==> src/hdl/rau_pkg.sv <==
// shared types and constants for the rational arithmetic unit
package rau_pkg;
	localparam int FieldBits = 16;
	localparam int DefWidth = 16;
	localparam int NumBits = 33;
	localparam int DenBits = 32;

	// operation codes
	localparam logic [2:0] OpAdd = 3'd0;
	localparam logic [2:0] OpSub = 3'd1;
	localparam logic [2:0] OpDiv = 3'd2;
	localparam logic [2:0] OpEqu = 3'd3;
	localparam logic [2:0] OpRed = 3'd4;

	// status codes
	localparam logic [1:0] StOk = 2'd0;
	localparam logic [1:0] StZeroDen = 2'd1;
	localparam logic [1:0] StDivZero = 2'd2;
endpackage

==> src/hdl/rational_arith_unit.sv <==
// rational arithmetic unit: add, subtract, divide, equal test and reduce with gcd
//
//  channel | dir | signals               | contents
//  s_axis  | in  | tvalid tready tdata   | operation, a_num, a_den, b_num, b_den
//  m_axis  | out | tvalid tready tdata   | result_num, result_den, is_equal, status
//
// add, subtract and divide run on one 17x17 multiplier, which is shared
// over the cross products. equal and reduce run euclid on a shared restoring divider (a
// set-up state, then shift steps per remainder or quotient). one item at a time;
// s_axis_tready is low while busy or while a result waits. reset clears the sequencer only.
module rational_arith_unit
	import rau_pkg::*;
#(
	parameter int WIDTH = DefWidth
) (
	input  logic        clk,
	input  logic        arst_n,
	input  logic        s_axis_tvalid,
	output logic        s_axis_tready,
	// [2:0] operation, [18:3] a_num, [34:19] a_den, [50:35] b_num, [66:51] b_den
	input  logic [71:0] s_axis_tdata,
	output logic        m_axis_tvalid,
	input  logic        m_axis_tready,
	// [32:0] result_num, [64:33] result_den, [65] is_equal, [67:66] status
	output logic [71:0] m_axis_tdata
);
	localparam int W = (WIDTH < FieldBits) ? WIDTH : FieldBits;
	localparam int XB = 17;            // magnitude working width
	localparam int CB = 5;             // bit counter

	typedef enum logic [3:0] {
		S_IDLE, S_MUL1, S_MUL2, S_SUM, S_GSTART, S_DIV, S_GSTEP,
		S_QSTART, S_QDIV, S_QDONE, S_FIN, S_OUT
	} state_t;

	state_t state_q;
	logic [2:0] op_q;
	logic signed [XB-1:0] an_q, ad_q, bn_q, bd_q;
	logic signed [XB-1:0] rn_a_q, rd_a_q;   // reduced a during equal
	logic signed [34:0] p_q;                // first product
	logic signed [NumBits-1:0] rnum_q;
	logic signed [DenBits-1:0] rden_q;
	logic eq_q;
	logic [1:0] st_q;
	logic second_q;                         // working on b
	logic qden_q;                           // quotient pass on denominator
	// gcd and divider
	logic signed [XB-1:0] gx_q, gy_q, gg_q;
	logic [XB-1:0] dvd_q, dvs_q;
	logic [XB-1:0] rem_q;
	logic [CB-1:0] cnt_q;
	logic neg_q;

	// operand narrowing
	function automatic logic signed [XB-1:0] narrow(input logic [FieldBits-1:0] raw);
		logic [W-1:0] v;
		begin
			v = raw[W-1:0];
			narrow = XB'($signed(v));
		end
	endfunction

	// shared multiplier
	logic signed [XB-1:0] mx, my;
	logic signed [33:0] mp;
	always_comb begin
		mx = an_q;
		my = bd_q;
		if (state_q == S_MUL2) begin
			mx = (op_q == OpDiv) ? ad_q : bn_q;
			my = (op_q == OpDiv) ? bn_q : ad_q;
		end else if (state_q == S_SUM) begin
			mx = ad_q;
			my = bd_q;
		end
		mp = mx * my;
	end

	// restoring divider step on magnitudes
	logic [XB:0] rsh, rsub;
	always_comb begin
		rsh = {rem_q, dvd_q[XB-1]};
		rsub = rsh - {1'b0, dvs_q};
	end

	function automatic logic [XB-1:0] mag(input logic signed [XB-1:0] v);
		mag = v[XB-1] ? XB'(-v) : v;
	endfunction

	logic in_go;
	assign s_axis_tready = (state_q == S_IDLE);
	assign in_go = s_axis_tvalid && s_axis_tready;
	assign m_axis_tvalid = (state_q == S_OUT);
	assign m_axis_tdata = {4'd0, st_q, eq_q, rden_q, rnum_q};

	logic signed [XB-1:0] nan, nad, nbn, nbd;
	assign nan = narrow(s_axis_tdata[18:3]);
	assign nad = narrow(s_axis_tdata[34:19]);
	assign nbn = narrow(s_axis_tdata[50:35]);
	assign nbd = narrow(s_axis_tdata[66:51]);

	// incoming operation and its zero denominator check
	logic [2:0] in_op;
	logic in_zden;
	assign in_op = s_axis_tdata[2:0];
	assign in_zden = (in_op == OpRed) ? (nad == 0)
		: ((in_op inside {OpAdd, OpSub, OpDiv, OpEqu}) && (nad == 0 || nbd == 0));

	// sequencer
	always_ff @(posedge clk or negedge arst_n) begin
		if (!arst_n) begin
			state_q <= S_IDLE;
		end else begin
			case (state_q)
				S_IDLE: begin
					if (in_go) begin
						op_q <= in_op;
						an_q <= nan; ad_q <= nad; bn_q <= nbn; bd_q <= nbd;
						rnum_q <= '0; rden_q <= '0; eq_q <= 1'b0;
						second_q <= 1'b0;
						if (in_zden) begin
							st_q <= StZeroDen;
							state_q <= S_OUT;
						end else if (in_op == OpDiv && nbn == 0) begin
							st_q <= StDivZero;
							state_q <= S_OUT;
						end else begin
							st_q <= StOk;
							if (in_op inside {OpEqu, OpRed}) state_q <= S_GSTART;
							else if (in_op inside {OpAdd, OpSub, OpDiv}) state_q <= S_MUL1;
							else state_q <= S_OUT;
						end
					end
				end
				S_MUL1: begin
					p_q <= 35'(mp);
					state_q <= S_MUL2;
				end
				S_MUL2: begin
					if (op_q == OpDiv) begin
						rnum_q <= NumBits'(p_q);
						rden_q <= DenBits'(mp);
						state_q <= S_OUT;
					end else begin
						p_q <= (op_q == OpSub) ? p_q - 35'(mp) : p_q + 35'(mp);
						state_q <= S_SUM;
					end
				end
				S_SUM: begin
					rnum_q <= NumBits'(p_q);
					rden_q <= DenBits'(mp);
					state_q <= S_OUT;
				end
				// euclid on current rational
				S_GSTART: begin
					gx_q <= second_q ? bn_q : an_q;
					gy_q <= second_q ? bd_q : ad_q;
					state_q <= S_GSTEP;
				end
				S_GSTEP: begin
					if (gy_q == 0) begin
						gg_q <= gx_q;
						qden_q <= 1'b0;
						state_q <= S_QSTART;
					end else begin
						dvd_q <= mag(gx_q);
						dvs_q <= mag(gy_q);
						neg_q <= gx_q[XB-1];
						rem_q <= '0;
						cnt_q <= CB'(XB);
						state_q <= S_DIV;
					end
				end
				S_DIV: begin
					dvd_q <= {dvd_q[XB-2:0], ~rsub[XB]};
					rem_q <= rsub[XB] ? rsh[XB-1:0] : rsub[XB-1:0];
					cnt_q <= cnt_q - 1'b1;
					if (cnt_q == 1) begin
						// remainder takes the dividend's sign
						gx_q <= gy_q;
						gy_q <= neg_q ? -$signed((rsub[XB] ? rsh[XB-1:0] : rsub[XB-1:0]))
							: $signed((rsub[XB] ? rsh[XB-1:0] : rsub[XB-1:0]));
						state_q <= S_GSTEP;
					end
				end
				// divide numerator then denominator by gcd
				S_QSTART: begin
					dvd_q <= mag(qden_q ? (second_q ? bd_q : ad_q) : (second_q ? bn_q : an_q));
					dvs_q <= mag(gg_q);
					neg_q <= (qden_q ? (second_q ? bd_q[XB-1] : ad_q[XB-1])
						: (second_q ? bn_q[XB-1] : an_q[XB-1])) ^ gg_q[XB-1];
					rem_q <= '0;
					cnt_q <= CB'(XB);
					state_q <= S_QDIV;
				end
				S_QDIV: begin
					dvd_q <= {dvd_q[XB-2:0], ~rsub[XB]};
					rem_q <= rsub[XB] ? rsh[XB-1:0] : rsub[XB-1:0];
					cnt_q <= cnt_q - 1'b1;
					if (cnt_q == 1) state_q <= S_QDONE;
				end
				S_QDONE: begin
					if (!qden_q) begin
						gx_q <= neg_q ? $signed(XB'(-dvd_q)) : $signed(dvd_q);
						qden_q <= 1'b1;
						state_q <= S_QSTART;
					end else begin
						gy_q <= neg_q ? $signed(XB'(-dvd_q)) : $signed(dvd_q);
						state_q <= S_FIN;
					end
				end
				// sign normalise and finish
				S_FIN: begin
					if (op_q == OpRed) begin
						rnum_q <= NumBits'(gy_q[XB-1] ? -gx_q : gx_q);
						rden_q <= DenBits'(gy_q[XB-1] ? -gy_q : gy_q);
						state_q <= S_OUT;
					end else if (!second_q) begin
						rn_a_q <= gy_q[XB-1] ? -gx_q : gx_q;
						rd_a_q <= gy_q[XB-1] ? -gy_q : gy_q;
						second_q <= 1'b1;
						state_q <= S_GSTART;
					end else begin
						eq_q <= (rn_a_q == (gy_q[XB-1] ? -gx_q : gx_q))
							&& (rd_a_q == (gy_q[XB-1] ? -gy_q : gy_q));
						state_q <= S_OUT;
					end
				end
				S_OUT: begin
					if (m_axis_tready) state_q <= S_IDLE;
				end
				default: state_q <= S_IDLE;
			endcase
		end
	end

	// checks
	a_hold: assert property (@(posedge clk) disable iff (!arst_n)
		m_axis_tvalid && !m_axis_tready |=> m_axis_tvalid && $stable(m_axis_tdata))
		else $error("result changed while stalled");
	a_excl: assert property (@(posedge clk) disable iff (!arst_n)
		!(s_axis_tready && m_axis_tvalid))
		else $error("input ready while result pending");
	a_eqonly: assert property (@(posedge clk) disable iff (!arst_n)
		m_axis_tvalid && m_axis_tdata[65] |-> op_q == OpEqu && st_q == StOk)
		else $error("equal flag outside equal test");
endmodule

==> config.mk <==
export PLATFORM = sky130hd
export DESIGN_NAME = rational_arith_unit
export DESIGN_NICKNAME = d
export VERILOG_FILES = /design/src/hdl/rau_pkg.sv /design/src/hdl/rational_arith_unit.sv
export SDC_FILE = /design/constraint.sdc
export NUM_CORES = 2
export LEC_CHECK = 0
export BUFFER_PORTS_ARGS = -buffer_cell sky130_fd_sc_hd__clkbuf_2
export CORE_AREA = 2 2 227 229
export DETAILED_ROUTE_END_ITERATION = 10
export DIE_AREA = 0 0 229 231
export GPL_TIMING_DRIVEN = 1
export HOLD_SLACK_MARGIN = 0.05
export PLACE_DENSITY = 0.87
export SYNTH_ARGS = -nofsm -noshare
export SYNTH_HDL_FRONTEND = slang
export SYNTH_SLANG_ARGS = --single-unit
==> constraint.sdc <==
create_clock -name clk -period 14.4 [get_ports clk]
set_input_delay 1.44 -clock clk [delete_from_list [all_inputs] [get_ports clk]]
set_output_delay 1.44 -clock clk [all_outputs]
set_load 0.005 [all_outputs]
== After elaboration in Yosys (flattened, before gate mapping) ==
Cells that the tools add are included.

* Register bits: 318
* Word-level logic and storage cells: 181
* Bits of input ports: 76
* Output and inout bits: 74

* Multiplexer cells: 72
* Multiply operators: 1
* Equal/unequal tests: 34
* $add $sub $neg: 12
* Reductions and logical operators: 35
* Bitwise operators: 4

{| class="wikitable"
|+ Operators by type and width
! cell !! count
|-
| $mux W17 || 23
|-
| $pmux W17 S3 || 4
|-
| $mux W33 || 4
|-
| $pmux W33 S4 || 1
|-
| $logic_not A32 Y1 || 4
|-
| $mux W32 || 4
|-
| $pmux W32 S4 || 1
|-
| $neg A17 Y17 || 6
|-
| $mux W35 || 2
|-
| $pmux W35 S2 || 1
|-
| $mux W4 || 12
|-
| $pmux W4 S12 || 1
|-
| $add A35 B34 Y35 || 1
|-
| $sub A35 B34 Y35 || 1
|-
| $eq A17 B17 Y1 || 2
|-
| $mul A17 B17 Y34 || 1
|-
| $pmux W17 S2 || 1
|-
| $neg A17 Y33 || 1
|-
| $neg A17 Y32 || 1
|-
| $ne A2 B2 Y1 const B || 10
|-
| $reduce_and A4 Y1 || 5
|-
| $reduce_and A3 Y1 || 6
|-
| $sub A18 B17 Y18 || 1
|-
| $eq A4 B3 Y1 const B || 4
|-
| other kinds (25) || 61
|}

== Depth between registers and ports, before layout ==
* Depth in word-level cells: 8
* Depth in mapped cells: 43
* Depth with buffers taken out: 40

== Worst setup path before layout ==
No wires, ideal clock.

* Path type: register -> register
* From: reg op_q[1]
* To: reg p_q[32] (data pin)
* Required time: 14139 ps
* Library setup time: 261 ps
* Buffers on the path: 2
* Arrival: 10243 ps
* Cell stages (with the launch flop): 40
* Slack: 3896 ps
* Period minus slack after synthesis: 10504 ps
* Cells stage by stage: edfxtp_1 -> nor3b_2 -> nor2_1 -> clkbuf_1 -> mux2i_1 -> a21o_1 -> clkbuf_1 -> nor2_1 -> fa_1 -> inv_1 -> fa_1 -> fa_1 -> fa_1 -> inv_1 -> fa_1 -> inv_1 -> fa_1 -> inv_1 -> [... 4 more ...] -> o211ai_1 -> o211ai_1 -> nor4_2 -> nor2_1 -> xnor2_1 -> ha_1 -> nand4_1 -> or2_2 -> or3_1 -> a311oi_1 -> o2111ai_1 -> nand3_1 -> a41oi_1 -> o21ai_0 -> nand3_1 -> mux2i_1 -> a211oi_2 -> xnor2_1

* Longest elaborated chain between the ends: 8
* Elaborated cells between the ends (all ways): 12
* Those cells by class: 2 x add/sub; 1 x mul; 2 x eq/ne; 7 x mux

{| class="wikitable"
|+ RTL lines
! item !! line !! RTL
|-
| from (decl) || rational_arith_unit.sv:37 || <nowiki>logic [2:0] op_q;</nowiki>
|-
| from (signal assigned) || rational_arith_unit.sv:117 || <nowiki>op_q <= in_op;</nowiki>
|-
| $eq A3 B2 Y1 || rational_arith_unit.sv:70, rational_arith_unit.sv:71 ||
|-
| $mux W17 (on tied branches) || rational_arith_unit.sv:70, rational_arith_unit.sv:71 ||
|-
| $mux W17 || rational_arith_unit.sv:69 || <nowiki>if (state_q == S_MUL2) begin</nowiki>
|-
| $mul A17 B17 Y34 || rational_arith_unit.sv:76 || <nowiki>mp = mx * my;</nowiki>
|-
| $add A35 B34 Y35 / $sub A35 B34 Y35 (equally long branches) || rational_arith_unit.sv:145 || <nowiki>p_q <= (op_q == OpSub) ? p_q - 35'(mp) : p_q + 35'(mp);</nowiki>
|-
| $mux W35 || rational_arith_unit.sv:145 ||
|-
| $mux W35 || rational_arith_unit.sv:140 || <nowiki>if (op_q == OpDiv) begin</nowiki>
|-
| $pmux W35 S2 * || rational_arith_unit.sv:114 || <nowiki>case (state_q)</nowiki>
|-
| to (signal assigned) || rational_arith_unit.sv:136 || <nowiki>p_q <= 35'(mp);</nowiki>
|-
| to (signal assigned) || rational_arith_unit.sv:145 ||
|-
| to (decl) || rational_arith_unit.sv:40 || <nowiki>logic signed [34:0] p_q;</nowiki>
|}

Every way passes the cells marked *; elsewhere a longest branch is shown, timed or not. The select of a mux whose other input is x is not followed.
A chain may end at the register's enable or synchronous reset.

== Worst setup path after layout ==
* From: reg state_q[1]
* To: reg p_q[32] (data pin)

* Longest elaborated chain between the ends: 8
* Elaborated cells between the ends (all ways): 12
* Those cells by class: 2 x add/sub; 1 x mul; 3 x eq/ne; 6 x mux

{| class="wikitable"
|+ RTL lines
! item !! line !! RTL
|-
| from (decl) || rational_arith_unit.sv:36 || <nowiki>state_t state_q;</nowiki>
|-
| from (signal assigned) || rational_arith_unit.sv:112 || <nowiki>state_q <= S_IDLE;</nowiki>
|-
| from (signal assigned) || rational_arith_unit.sv:123 || <nowiki>state_q <= S_OUT;</nowiki>
|-
| from (signal assigned) || rational_arith_unit.sv:126 || <nowiki>state_q <= S_OUT;</nowiki>
|-
| $eq A4 B2 Y1 || rational_arith_unit.sv:72 || <nowiki>end else if (state_q == S_SUM) begin</nowiki>
|-
| $mux W17 || rational_arith_unit.sv:72 ||
|-
| $mux W17 || rational_arith_unit.sv:69 ||
|-
| $mul A17 B17 Y34 || rational_arith_unit.sv:76 ||
|-
| $add A35 B34 Y35 / $sub A35 B34 Y35 (equally long branches) || rational_arith_unit.sv:145 ||
|-
| $mux W35 || rational_arith_unit.sv:145 ||
|-
| $mux W35 || rational_arith_unit.sv:140 ||
|-
| $pmux W35 S2 * || rational_arith_unit.sv:114 ||
|}

Marks and branches as above.

==> run summary <==
Final hold viol count = 0
WL final = 83500 um
Top cells by area, synth = edfxtp_1 (31%), fa_1 (19%), ha_1 (6.0%)
Yosys warning total = 0
Max-Cap Viols = 0
Critical path's slowest cell = a21oi_1
Routed vias/inst = 6.18
Crit path launch type = register
Area Growth Syn to Fin = 8.53%
PortBufs = 140
Seq cells post-synth = 316
Initial antenna violation count = 0
Number of diodes = 0
Final Max Slew Viols = 0
Top_reg_cell synth = edfxtp_1
CP bufs+invs = 6
Finish-stage setup viols = 0
Via count = 24473
Layout cell share with drive strength beyond 1 = 8.99%
# rows = 83
DRT Pass-1 Iters = 6
CTS Hold Bufs = 0
CTS clk-pin slew, worst paths = 0.06 ns
Post-layout util = 64.4%
DR WL/cell = 21.1 um
Root buf cell = clkbuf_16
Crit Path Class = register to register
Clk Latency, worst-skew pair = 0.57 ns
GR Util All Layers = 31.9%
ANT nets after route = 0
Commonest non-fill, non-tap cell in the layout = inv_1
Synth cell types = 82
CP most frequent cell = inv_1
Required @ worst endpoint = 14.71 ns
F_max = 81.8 MHz
Sequential share of the synthesized area = 31.5%
Final Skew = 0.0264 ns
CP top delay family = compound AO/OA/AOI/OAI gates
Headroom to the max-slew limit = 22.3%
Synth area leader = edfxtp_1
Hpwl dp = 64700 um
Pin count of the biggest net entering global routing = 95
Deepest clock path buffer count = 3
Mapped Cells = 3154
FFs w/ async S/R, synth = 1.27%
First-pass GRT wire length = 131000 um
CTS H-tree depth = 2
Arrival @ worst endpoint = 12.55 ns
Initial cell density of the core = 59.3%
Die X = 229 um
Die H = 231 um
RSZ-0062 raised after global routing = false
Most frequent cells in the layout = inv_1 (476), nor2_1 (333), nand2_1 (320)
Biggest fanout along the worst timing path = 94
Synth top area share = 31.2%
Post-cts resize count = 0
Max stage delay on crit path = 0.83 ns
TritonCTS buffer count = 36
Syn Area/Cell = 9.53 um^2
CORE AREA = 50700 um^2
Final nets = 3757
Slew @ Worst Pin = 1.16 ns
Die area = 52900 um^2
IO Pins = 150
Postcts setup bufs = 0
Gp weighted congestion = 0.988
Number of synthesized flops with an enable pin = 312
Global route overflow = 0
Total negative setup slack = 0 ns
CTS Sinks = 316
Vias in the first global route = 24345
CTS tree = yes
CP Capture Type = register
Worst hold path class = register to register
Tmin final = 12.23 ns
Drt drc = 0
Fin crit share = 84.9%
Outcome = finished clean
Cell Area, Synth = 30100 um^2
Initial DRC Count = 2903
synth_stat cells (all sizes together) (24+ instances only):
cell,n
nand3,27
edfxtp,312
or3,41
nor2,335
buf,24
fa,283
nand2,320
nor3,35
ha,144
mux2i,76
o221ai,24
clkbuf,96
a21oi,132
inv,476
xor2,112
o21ai,165
a21o,72
xnor2,113
kinds of logic after synthesis:
family          Yosys count  synth area share, %
compound gates          561                 12.0
xor+xnor                225                 6.55
fa+ha+maj               427                 24.8
buf+inv                 598                 7.55
flops                   316                 31.5
mux                     102                 3.65
other cells               1               0.0125
simple gates            924                 13.9
metal layers:
metal | vias to the layer above | share of wire, % | global-route usage (%)
met5 | - | 0 | 0
met4 | 0 | 6.9 | 19.0
met3 | 358 | 10 | 6.11
met2 | 1525 | 47 | 52.9
met1 | 11797 | 36 | 39.0
li1 | 10793 | - | -
per-stage QoR:
stage | hold slack (ns) | instance area (um^2) | cells | worst slack (ns)
3_5_place_dp | 0.560 | 31500 | 3896 | 2.47
6_report | 0.571 | 32600 | 3962 | 2.17
5_1_grt | 0.588 | 32600 | 3962 | 1.68
3_3_place_gp | 0.551 | 31500 | 3896 | 2.62
2_1_floorplan | 0.455 | 30100 | 3157 | 3.90
4_1_cts | 0.578 | 32600 | 3962 | 2.47
area by class of cell:
| class | count | area (um^2) |
|---|---|---|
| fill | 3931 | 18000 |
| clock buffer | 41 | 920 |
| tap | 680 | 851 |
| timing repair buffer | 179 | 993 |
| multi-input combinational | 2243 | 18400 |
| clock inverter | 25 | 216 |
| sequential | 316 | 9470 |
| inverter | 478 | 1790 |
worst reg2reg max path, delay by kind of cell (launching register included):
family                     cells  cell delay, ns
DFF                            1            0.60
and+or+nand+nor               11            2.71
adders and majority gates      8            3.53
muxes                          1            0.21
xor gates and xnor gates       2            0.28
buffers and inverters          6            1.04
AOI/OAI and AO/OA             10            3.61
state kept, by name, indices dropped and copies added (netlist names):
name	cells
bd_q	16
gy_q	17
cnt_q	5
neg_q	1
gg_q	17
gx_q	17
rem_q	17
p_q	33
rden_q	32
an_q	16
st_q	2
qden_q	1
op_q	3
eq_q	1
rnum_q	33
rd_a_q	17
ad_q	16
bn_q	16
dvd_q	17
second_q	1
rn_a_q	17
dvs_q	17
state_q	4
worst paths after layout:
check | start | depth (start not counted) | slack, ns | end
max | state_q[1]$_DFFE_PN0P_ | 38 | 2.17 | p_q[32]$_DFFE_PP_
min in group asynchronous | arst_n | 1 | 0.73 | state_q[1]$_DFFE_PN0P_
max reg2reg | state_q[1]$_DFFE_PN0P_ | 38 | 2.17 | p_q[32]$_DFFE_PP_
min reg2reg | p_q[18]$_DFFE_PP_ | 1 | 0.57 | rnum_q[18]$_DFFE_PP_
max in group asynchronous | arst_n | 1 | 13.48 | state_q[3]$_DFFE_PN0P_
min | p_q[18]$_DFFE_PP_ | 1 | 0.57 | rnum_q[18]$_DFFE_PP_
Power is left out: the tool's default activity adds up to more than one toggle a clock period on the data nets, which glitch-free logic cannot reach.
